==> config.mk <==
export PLATFORM = sky130hd
export DESIGN_NAME = linked_deque_with_handle_remove_top_flat
export DESIGN_NICKNAME = d
export VERILOG_FILES = /design/src/ldq_pkg.sv /design/src/ldq_if.sv /design/src/ldq_ram.sv /design/src/linked_deque_with_handle_remove_top.sv /design/src/flat_wrapper.sv
export SDC_FILE = /design/constraint.sdc
export NUM_CORES = 1
export LEC_CHECK = 0
export BUFFER_PORTS_ARGS = -buffer_cell sky130_fd_sc_hd__buf_4
export CORE_MARGIN = 2
export CORE_UTILIZATION = 28
export DETAILED_ROUTE_END_ITERATION = 16
export SLEW_MARGIN = 20
export SYNTH_ARGS = -nofsm -noshare
export SYNTH_HDL_FRONTEND = slang
export SYNTH_SLANG_ARGS = --single-unit
==> constraint.sdc <==
create_clock -name clock -period 3.5 [get_ports clock]
set_input_delay 1.05 -clock clock [delete_from_list [all_inputs] [get_ports clock]]
set_output_delay 1.05 -clock clock [all_outputs]
set_load 0.01 [all_outputs]
==> src/ldq_pkg.sv <==
// Package with the opcodes, status codes and sequencer state type of the linked deque.
package ldq_pkg;
   localparam int OPCODE_WIDTH = 3;
   localparam int VALUE_WIDTH  = 32;
   localparam int STATUS_WIDTH = 2;

   typedef enum logic [OPCODE_WIDTH-1:0] {
      OP_PUSH_FRONT = 3'd0,
      OP_PUSH_BACK  = 3'd1,
      OP_POP_FRONT  = 3'd2,
      OP_POP_BACK   = 3'd3,
      OP_REMOVE     = 3'd4
   } opcode_type;

   typedef enum logic [STATUS_WIDTH-1:0] {
      ST_OK         = 2'd0,
      ST_EMPTY      = 2'd1,
      ST_FULL       = 2'd2,
      ST_BAD_HANDLE = 2'd3
   } status_type;

   typedef enum logic [4:0] {
      S_IDLE  = 5'b00001,
      S_READ  = 5'b00010,
      S_LINK  = 5'b00100,
      S_WRITE = 5'b01000,
      S_OUT   = 5'b10000
   } state_type;
endpackage

==> src/ldq_if.sv <==
// Valid/ready channel interfaces for requests and responses of the linked deque.
interface ldq_req_if #(parameter int HANDLE_WIDTH = 5);
   logic                     valid;
   logic                     ready;
   logic [2:0]               opcode;
   logic signed [31:0]       value;
   logic [HANDLE_WIDTH-1:0]  handle;
   modport source (output valid, opcode, value, handle, input ready);
   modport sink   (input valid, opcode, value, handle, output ready);
endinterface

interface ldq_rsp_if #(parameter int HANDLE_WIDTH = 5);
   logic                     valid;
   logic                     ready;
   logic signed [31:0]       popped_value;
   logic [HANDLE_WIDTH-1:0]  new_handle;
   logic [1:0]               status;
   logic [HANDLE_WIDTH-1:0]  count;
   logic                     is_empty;
   modport source (output valid, popped_value, new_handle, status, count, is_empty,
                   input ready);
   modport sink   (input valid, popped_value, new_handle, status, count, is_empty,
                   output ready);
endinterface

==> src/ldq_ram.sv <==
// Generic simple dual-port RAM with one write port and a registered read port.
module ldq_ram #(
   parameter int WIDTH = 8,
   parameter int DEPTH = 16
) (
   input  logic                     clock,
   input  logic                     wr_en,
   input  logic [$clog2(DEPTH)-1:0] wr_addr,
   input  logic [WIDTH-1:0]         wr_data,
   input  logic [$clog2(DEPTH)-1:0] rd_addr,
   output logic [WIDTH-1:0]         rd_data
);
   logic [WIDTH-1:0] mem [DEPTH];

   always_ff @(posedge clock) begin
      if (wr_en) begin
         mem[wr_addr] <= wr_data;
      end
      rd_data <= mem[rd_addr];
   end
endmodule

==> src/linked_deque_with_handle_remove_top.sv <==
// Top level of the doubly linked deque with handle removal.
// Each transfer on req is one operation and yields exactly one rsp transfer. The node links and
// data live in three synchronous RAMs with one read and one write port each. A push steps through
// accept, write the new node, link the neighbour and respond, and a pop or a remove through accept,
// read the target node, relink its neighbours and respond; a rejected or ignored operation goes
// from accept straight to respond. The respond step holds until rsp ready, and only one operation
// is in flight at a time. Used flags sit in flip-flops, so reset clears the pool at once and a push
// finds the lowest free slot by a priority search.
module linked_deque_with_handle_remove_top #(
   parameter int POOL_DEPTH = 16,
   parameter int DATA_WIDTH = 32
) (
   input logic clock,
   input logic reset,
   ldq_req_if.sink   req,
   ldq_rsp_if.source rsp
);
   import ldq_pkg::*;

   localparam int AW = $clog2(POOL_DEPTH);
   localparam int HW = $clog2(POOL_DEPTH + 1);
   localparam logic [HW-1:0] NULL_SLOT = HW'(POOL_DEPTH);

   state_type            state_ff, state_in;
   logic [2:0]           op_ff;
   logic [DATA_WIDTH-1:0] val_ff;
   logic [HW-1:0]        tgt_ff, tgt_in;
   logic [HW-1:0]        head_ff, head_in, tail_ff, tail_in;
   logic [HW-1:0]        cnt_ff, cnt_in;
   logic [POOL_DEPTH-1:0] used_ff, used_in;
   status_type           st_ff, st_in;
   logic [HW-1:0]        nh_ff, nh_in;
   logic [DATA_WIDTH-1:0] pv_ff, pv_in;

   logic [AW-1:0]         rd_addr;
   logic [DATA_WIDTH-1:0] data_rd;
   logic [HW-1:0]         next_rd, prev_rd;
   logic                  nx_we, pv_we, dt_we;
   logic [AW-1:0]         nx_wa, pv_wa, dt_wa;
   logic [HW-1:0]         nx_wd, pv_wd;
   logic [HW-1:0]         free_slot;
   logic                  step2_ff, step2_in;

   ldq_ram #(.WIDTH(DATA_WIDTH), .DEPTH(POOL_DEPTH)) u_data (
      .clock, .wr_en(dt_we), .wr_addr(dt_wa), .wr_data(val_ff),
      .rd_addr, .rd_data(data_rd));
   ldq_ram #(.WIDTH(HW), .DEPTH(POOL_DEPTH)) u_next (
      .clock, .wr_en(nx_we), .wr_addr(nx_wa), .wr_data(nx_wd),
      .rd_addr, .rd_data(next_rd));
   ldq_ram #(.WIDTH(HW), .DEPTH(POOL_DEPTH)) u_prev (
      .clock, .wr_en(pv_we), .wr_addr(pv_wa), .wr_data(pv_wd),
      .rd_addr, .rd_data(prev_rd));

   always_comb begin
      free_slot = NULL_SLOT;
      for (int i = POOL_DEPTH - 1; i >= 0; i--) begin
         if (!used_ff[i]) begin
            free_slot = HW'(i);
         end
      end
   end

   assign req.ready = (state_ff == S_IDLE);
   assign rsp.valid = (state_ff == S_OUT);
   assign rsp.popped_value = 32'(pv_ff);
   assign rsp.new_handle = nh_ff;
   assign rsp.status = st_ff;
   assign rsp.count = cnt_ff;
   assign rsp.is_empty = (cnt_ff == '0);
   assign rd_addr = tgt_ff[AW-1:0];

   always_comb begin
      state_in = state_ff;
      tgt_in = tgt_ff;
      head_in = head_ff;
      tail_in = tail_ff;
      cnt_in = cnt_ff;
      used_in = used_ff;
      st_in = st_ff;
      nh_in = nh_ff;
      pv_in = pv_ff;
      step2_in = step2_ff;
      nx_we = 1'b0; pv_we = 1'b0; dt_we = 1'b0;
      nx_wa = tgt_ff[AW-1:0]; pv_wa = tgt_ff[AW-1:0]; dt_wa = tgt_ff[AW-1:0];
      nx_wd = NULL_SLOT; pv_wd = NULL_SLOT;
      case (state_ff)
         S_IDLE: begin
            if (req.valid) begin
               st_in = ST_OK;
               nh_in = NULL_SLOT;
               pv_in = '0;
               state_in = S_OUT;
               case (req.opcode)
                  OP_PUSH_FRONT, OP_PUSH_BACK: begin
                     if (free_slot == NULL_SLOT) begin
                        st_in = ST_FULL;
                     end else begin
                        tgt_in = free_slot;
                        state_in = S_WRITE;
                     end
                  end
                  OP_POP_FRONT, OP_POP_BACK: begin
                     tgt_in = (req.opcode == OP_POP_FRONT) ? head_ff : tail_ff;
                     if (cnt_ff == '0) begin
                        st_in = ST_EMPTY;
                     end else begin
                        state_in = S_READ;
                     end
                  end
                  OP_REMOVE: begin
                     if (32'(req.handle) >= POOL_DEPTH) begin
                        st_in = ST_BAD_HANDLE;
                     end else if (!used_ff[req.handle[AW-1:0]]) begin
                        st_in = ST_BAD_HANDLE;
                     end else begin
                        tgt_in = HW'(req.handle);
                        state_in = S_READ;
                     end
                  end
                  default: ;
               endcase
            end
         end
         S_READ: begin
            state_in = S_LINK;
         end
         S_LINK: begin
            if (op_ff != OP_REMOVE) begin
               pv_in = data_rd;
            end
            if (prev_rd != NULL_SLOT) begin
               nx_we = 1'b1; nx_wa = prev_rd[AW-1:0]; nx_wd = next_rd;
            end else begin
               head_in = next_rd;
            end
            if (next_rd != NULL_SLOT) begin
               pv_we = 1'b1; pv_wa = next_rd[AW-1:0]; pv_wd = prev_rd;
            end else begin
               tail_in = prev_rd;
            end
            used_in[tgt_ff[AW-1:0]] = 1'b0;
            cnt_in = cnt_ff - 1'b1;
            state_in = S_OUT;
         end
         S_WRITE: begin
            dt_we = 1'b1;
            used_in[tgt_ff[AW-1:0]] = 1'b1;
            nh_in = tgt_ff;
            if (!step2_ff) begin
               nx_we = 1'b1; pv_we = 1'b1;
               if (op_ff == OP_PUSH_FRONT) begin
                  pv_wd = NULL_SLOT; nx_wd = head_ff;
               end else begin
                  nx_wd = NULL_SLOT; pv_wd = tail_ff;
               end
               step2_in = 1'b1;
            end else begin
               step2_in = 1'b0;
               if (op_ff == OP_PUSH_FRONT) begin
                  if (head_ff != NULL_SLOT) begin
                     pv_we = 1'b1; pv_wa = head_ff[AW-1:0]; pv_wd = tgt_ff;
                  end else begin
                     tail_in = tgt_ff;
                  end
                  head_in = tgt_ff;
               end else begin
                  if (tail_ff != NULL_SLOT) begin
                     nx_we = 1'b1; nx_wa = tail_ff[AW-1:0]; nx_wd = tgt_ff;
                  end else begin
                     head_in = tgt_ff;
                  end
                  tail_in = tgt_ff;
               end
               cnt_in = cnt_ff + 1'b1;
               state_in = S_OUT;
            end
         end
         S_OUT: begin
            if (rsp.ready) begin
               state_in = S_IDLE;
            end
         end
         default: state_in = S_IDLE;
      endcase
   end

   always_ff @(posedge clock) begin
      if (reset) begin
         state_ff <= S_IDLE;
         head_ff <= NULL_SLOT;
         tail_ff <= NULL_SLOT;
         cnt_ff <= '0;
         used_ff <= '0;
         step2_ff <= 1'b0;
      end else begin
         state_ff <= state_in;
         head_ff <= head_in;
         tail_ff <= tail_in;
         cnt_ff <= cnt_in;
         used_ff <= used_in;
         step2_ff <= step2_in;
      end
      if (state_ff == S_IDLE && req.valid) begin
         op_ff <= req.opcode;
         val_ff <= DATA_WIDTH'(unsigned'(req.value));
      end
      tgt_ff <= tgt_in;
      st_ff <= st_in;
      nh_ff <= nh_in;
      pv_ff <= pv_in;
   end
endmodule

==> src/flat_wrapper.sv <==
// flat-port wrapper written by rule: the top's interface ports become plain ports
module linked_deque_with_handle_remove_top_flat import ldq_pkg::*;
#(
   parameter int POOL_DEPTH = 16,
   parameter int DATA_WIDTH = 32
)
  (clock, reset, req_valid, req_opcode, req_value, req_handle, req_ready, rsp_valid, rsp_popped_value, rsp_new_handle, rsp_status, rsp_count, rsp_is_empty, rsp_ready);
  ldq_req_if req_i ();
  ldq_rsp_if rsp_i ();
  input logic clock;
  input logic reset;
  input wire logic [$bits(req_i.valid)-1:0] req_valid;
  input wire logic [$bits(req_i.opcode)-1:0] req_opcode;
  input wire logic [$bits(req_i.value)-1:0] req_value;
  input wire logic [$bits(req_i.handle)-1:0] req_handle;
  output wire logic [$bits(req_i.ready)-1:0] req_ready;
  output wire logic [$bits(rsp_i.valid)-1:0] rsp_valid;
  output wire logic [$bits(rsp_i.popped_value)-1:0] rsp_popped_value;
  output wire logic [$bits(rsp_i.new_handle)-1:0] rsp_new_handle;
  output wire logic [$bits(rsp_i.status)-1:0] rsp_status;
  output wire logic [$bits(rsp_i.count)-1:0] rsp_count;
  output wire logic [$bits(rsp_i.is_empty)-1:0] rsp_is_empty;
  input wire logic [$bits(rsp_i.ready)-1:0] rsp_ready;
  assign req_i.valid = req_valid;
  assign req_i.opcode = req_opcode;
  assign req_i.value = req_value;
  assign req_i.handle = req_handle;
  assign req_ready = req_i.ready;
  assign rsp_valid = rsp_i.valid;
  assign rsp_popped_value = rsp_i.popped_value;
  assign rsp_new_handle = rsp_i.new_handle;
  assign rsp_status = rsp_i.status;
  assign rsp_count = rsp_i.count;
  assign rsp_is_empty = rsp_i.is_empty;
  assign rsp_i.ready = rsp_ready;
  linked_deque_with_handle_remove_top #(.POOL_DEPTH(POOL_DEPTH), .DATA_WIDTH(DATA_WIDTH)) u_core (.clock(clock), .reset(reset), .req(req_i), .rsp(rsp_i));
endmodule
==> summary.txt <==
Floorplanning
  – Core Box Area: about 110000 um2
  – I/O pins: around 90
  – Row count: around 120
  – Starting Density: between 20% and 30%
  – Die ar.: between 100000 and 150000 um2
  – Die H: between 300 and 400 um
  – Horiz. Die Dim: 342 um

Pwr
  – Static leakage: 0.0119 uW
  – VDD IR max: between 0.4 and 0.5 mV
  – Power density cells: 564 nW/um2

Clocking
  – Clk buf depth: 3
  – Root Buffer: clkbuf_16
  – Clock Latency Late Sink: ~0.66 ns
  – Setup Fix Bufs, Post-CTS: 0
  – Post-CTS Resized: 0
  – CTS tree: done
  – Sink Count: 830
  – CTS clock-pin slew for the worst setup and hold paths: 0.06 ns
  – Hold bufs inserted after CTS: 0
  – H-tree level count: 3
  – Num CTS Buffers: 87

Timing
  – Final Hold Viols: 0
  – RSZ-0062 raised after global routing: no
  – Clock skew: 0.0176 ns
  – Tcrit/Tclk final: between 90% and 100%
  – Setup Total Neg Slack: 0 ns
  – Slew Viols, Final: 0
  – Max-slew headroom: roughly 31%
  – Crit path time final: roughly 3.2 ns
  – Worst Tran Pin Value: a little over 1 ns
  – FMAX: approximately 300 MHz
  – Final setup vio count: 0

Place
  – Number of port buffers: 90
  – Placed cell area: ~35000 um2
  – Final HPWL DP: between 40000 and 50000 um
  – GPL Wtd Cong: just under 0.9

Yosys
  – Post-synth ARST share: 0%
  – Synthesized area: around 32000 um2
  – Post-Syn Instances: around 1600
  – Average size of a mapped cell: roughly 20 um2
  – Yosys warns: 0
  – EDFF count, synth: 751
  – Netlist cell types: just over 80
  – Syn_nets: between 1500 and 2000
  – Main flop type after synthesis: edfxtp_1
  – Register bit count reported by yosys: 830
  – Sequential share of the synthesized area: 75.6%

Min path
  – WHS Path Cells: 1
  – Worst Hold End: u_core.rsp.popped_value[2]$_SDFFCE_PN0P_
  – HP Start: u_core.u_data.rd_data[2]$_DFF_P_
  – Path type of the worst min-delay path: reg -> reg

Layout
  – Commonest non-fill, non-tap cell in the layout: edfxtp_1
  – FF/Latch Area: 24100 um2
  – Multi-input gate area: about 7300 um2
  – Nets@finish: between 1500 and 2000
  – Filler cell count: approximately 11000
  – Layout cells sized above 1: a little under a third
  – Finished Cell Area: approximately 38000 um2
  – Commonest non-fill, non-tap cells in the layout: edfxtp_1, mux4_2, buf_4, clkbuf_16
  – Area growth syn-to-layout: 18.2%

Worst setup path
  – Crit-path max FO: 5
  – Critical path startpoint: u_core.rsp.count[0]$_SDFFE_PP0P_
  – Worst path required time: between 2 and 2.5 ns
  – R2R Setup Slk: about 0.38 ns
  – Startpoint types: flop
  – CP endpoint kind: primary output
  – R2r endpoint: u_core.u_prev.mem[14][3]$_DFFE_PP_
  – Worst r2r src: u_core.state_ff[4]$_SDFFE_PP0P_
  – Critical path arrival: about 2.2 ns
  – R2R cell count: 7
  – CP Class: reg -> out

Global routing
  – Number of global-route vias before repair: around 16000
  – GRT Util Overall: between 10% and 20%
  – Initial antenna violation count: 4
  – Gr ovfl total: 0
  – Largest net degree at the start of global routing: 131
  – First-pass GRT wire length: roughly 110000 um

Drt
  – Routed wire length: ~75000 um
  – Routed length per instance: around 23 um
  – Drt first pass iters: 6
  – Starting DRT DRC Count: between 1500 and 2000
  – Vias per cell: between 4 and 5
  – Vias post-DR: around 16000
  – Post-route ant nets: 0
  – # DRC: 0

Run
  – Max cap viols: 0

Run status
  – Status: finished, final reports clean
==> where the power goes <==
part           total, uW  switching (uW)  internal (uW)
combinational        771             414            357
clock               9330            3870           5460
sequential         11200             197          11000
==> cell families (layout without fill, tap and decap cells) <==
logic type,count (synthesis),after routing,share of synthesized area (%)
flip-flops,830,830,75.6
adder cells (fa/ha/maj),4,4,0.180
multiplexers,224,224,15.4
other,0,2,0
XOR/XNOR,5,5,0.137
buffers and inverters,113,343,1.51
AND/OR/NAND/NOR,237,237,3.78
AO/OA/AOI/OAI,148,148,3.36
==> how the worst max path moves through the flow <==
stage,endpoint,slack [ns]
final,rsp_is_empty,0.26
after global routing,rsp_valid,0.18
after CTS,rsp_valid,0.14
after detailed placement,u_core.u_prev.mem[2][2]$_DFFE_PP_,0.50
after global placement,u_core.u_prev.mem[2][3]$_DFFE_PP_,0.62
after floorplan,u_core.rsp.popped_value[0]$_SDFFCE_PN0P_,0.70
==> critical path: stages (launching register included) <==
cell and delay (ns):
dfxtp_1 0.38, or4_1 0.63, nor2_1 0.34, buf_4 0.19
==> routing by layer <==
layer	vias to the layer above	track usage [%]	share of wire [%]
met5	-	0	0.017
met4	2	4.62	2.8
met3	132	2.44	6.5
met2	588	20.5	48
met1	8407	17.3	43
li1	6749	-	-
==> synthesized netlist by cell type, types with 5 or more instances <==
cell type,n,area (um2)
edfxtp_1,751,22600
mux4_2,214,4820
dfxtp_1,79,1580
nor2_1,79,297
nand2_1,56,210
clkbuf_1,41,154
a21oi_1,36,180
inv_1,35,131
and3_1,34,213
o21ai_0,34,170
buf_2,19,95.1
nand3_1,14,70.1
buf_1,12,45.0
mux2i_1,9,90.1
nand2b_1,9,56.3
a22oi_1,8,60.1
o21a_1,6,45.0
a21o_1,5,37.5
nand4_1,5,31.3
nor3_1,5,25.0
o21ai_1,5,25.0
or3_1,5,31.3
==> registers in the layout, summed over array words and instances, names as in the netlist, named ones only <==
name and cells:
u_core.rsp.new_handle 5, u_core.tail_ff 5, u_core.tgt_ff 5, u_core.head_ff 5, u_core.step2_ff 1, u_core.val_ff 32, u_core.rsp.count 5, u_core.u_data.rd_data 32
u_core.state_ff 5, u_core.op_ff 3, u_core.u_prev.rd_data 5, u_core.u_prev.mem 80, u_core.rsp.status 2, u_core.rsp.popped_value 32, u_core.u_next.rd_data 5, u_core.u_data.mem 512
u_core.u_next.mem 80
==> area by class of cell <==
type	count	share of cell area, %
Timing Repair Buffer	143	3.44
Antenna cell	2	0.0133
Tap cell	1500	4.97
Clock buffer	117	6.56
Clock inverter	47	1.25
Sequential cell	830	64.0
Multi-Input combinational cell	618	19.4
Inverter	36	0.361
==> per-stage QoR <==
step	utilization [%]	setup slack (ns)	power, uW	std cells	hold WS, ns
after floorplan	-	0.698	11800	1561	0.478
after global placement	30.8	0.619	12100	3127	0.508
after detailed placement	30.8	0.498	12200	3127	0.516
after CTS	33.4	0.141	21500	3291	0.528
after global routing	33.5	0.179	21900	3293	0.531
final	33.5	0.255	21300	3293	0.534
Power figures use the tool's default switching activity.
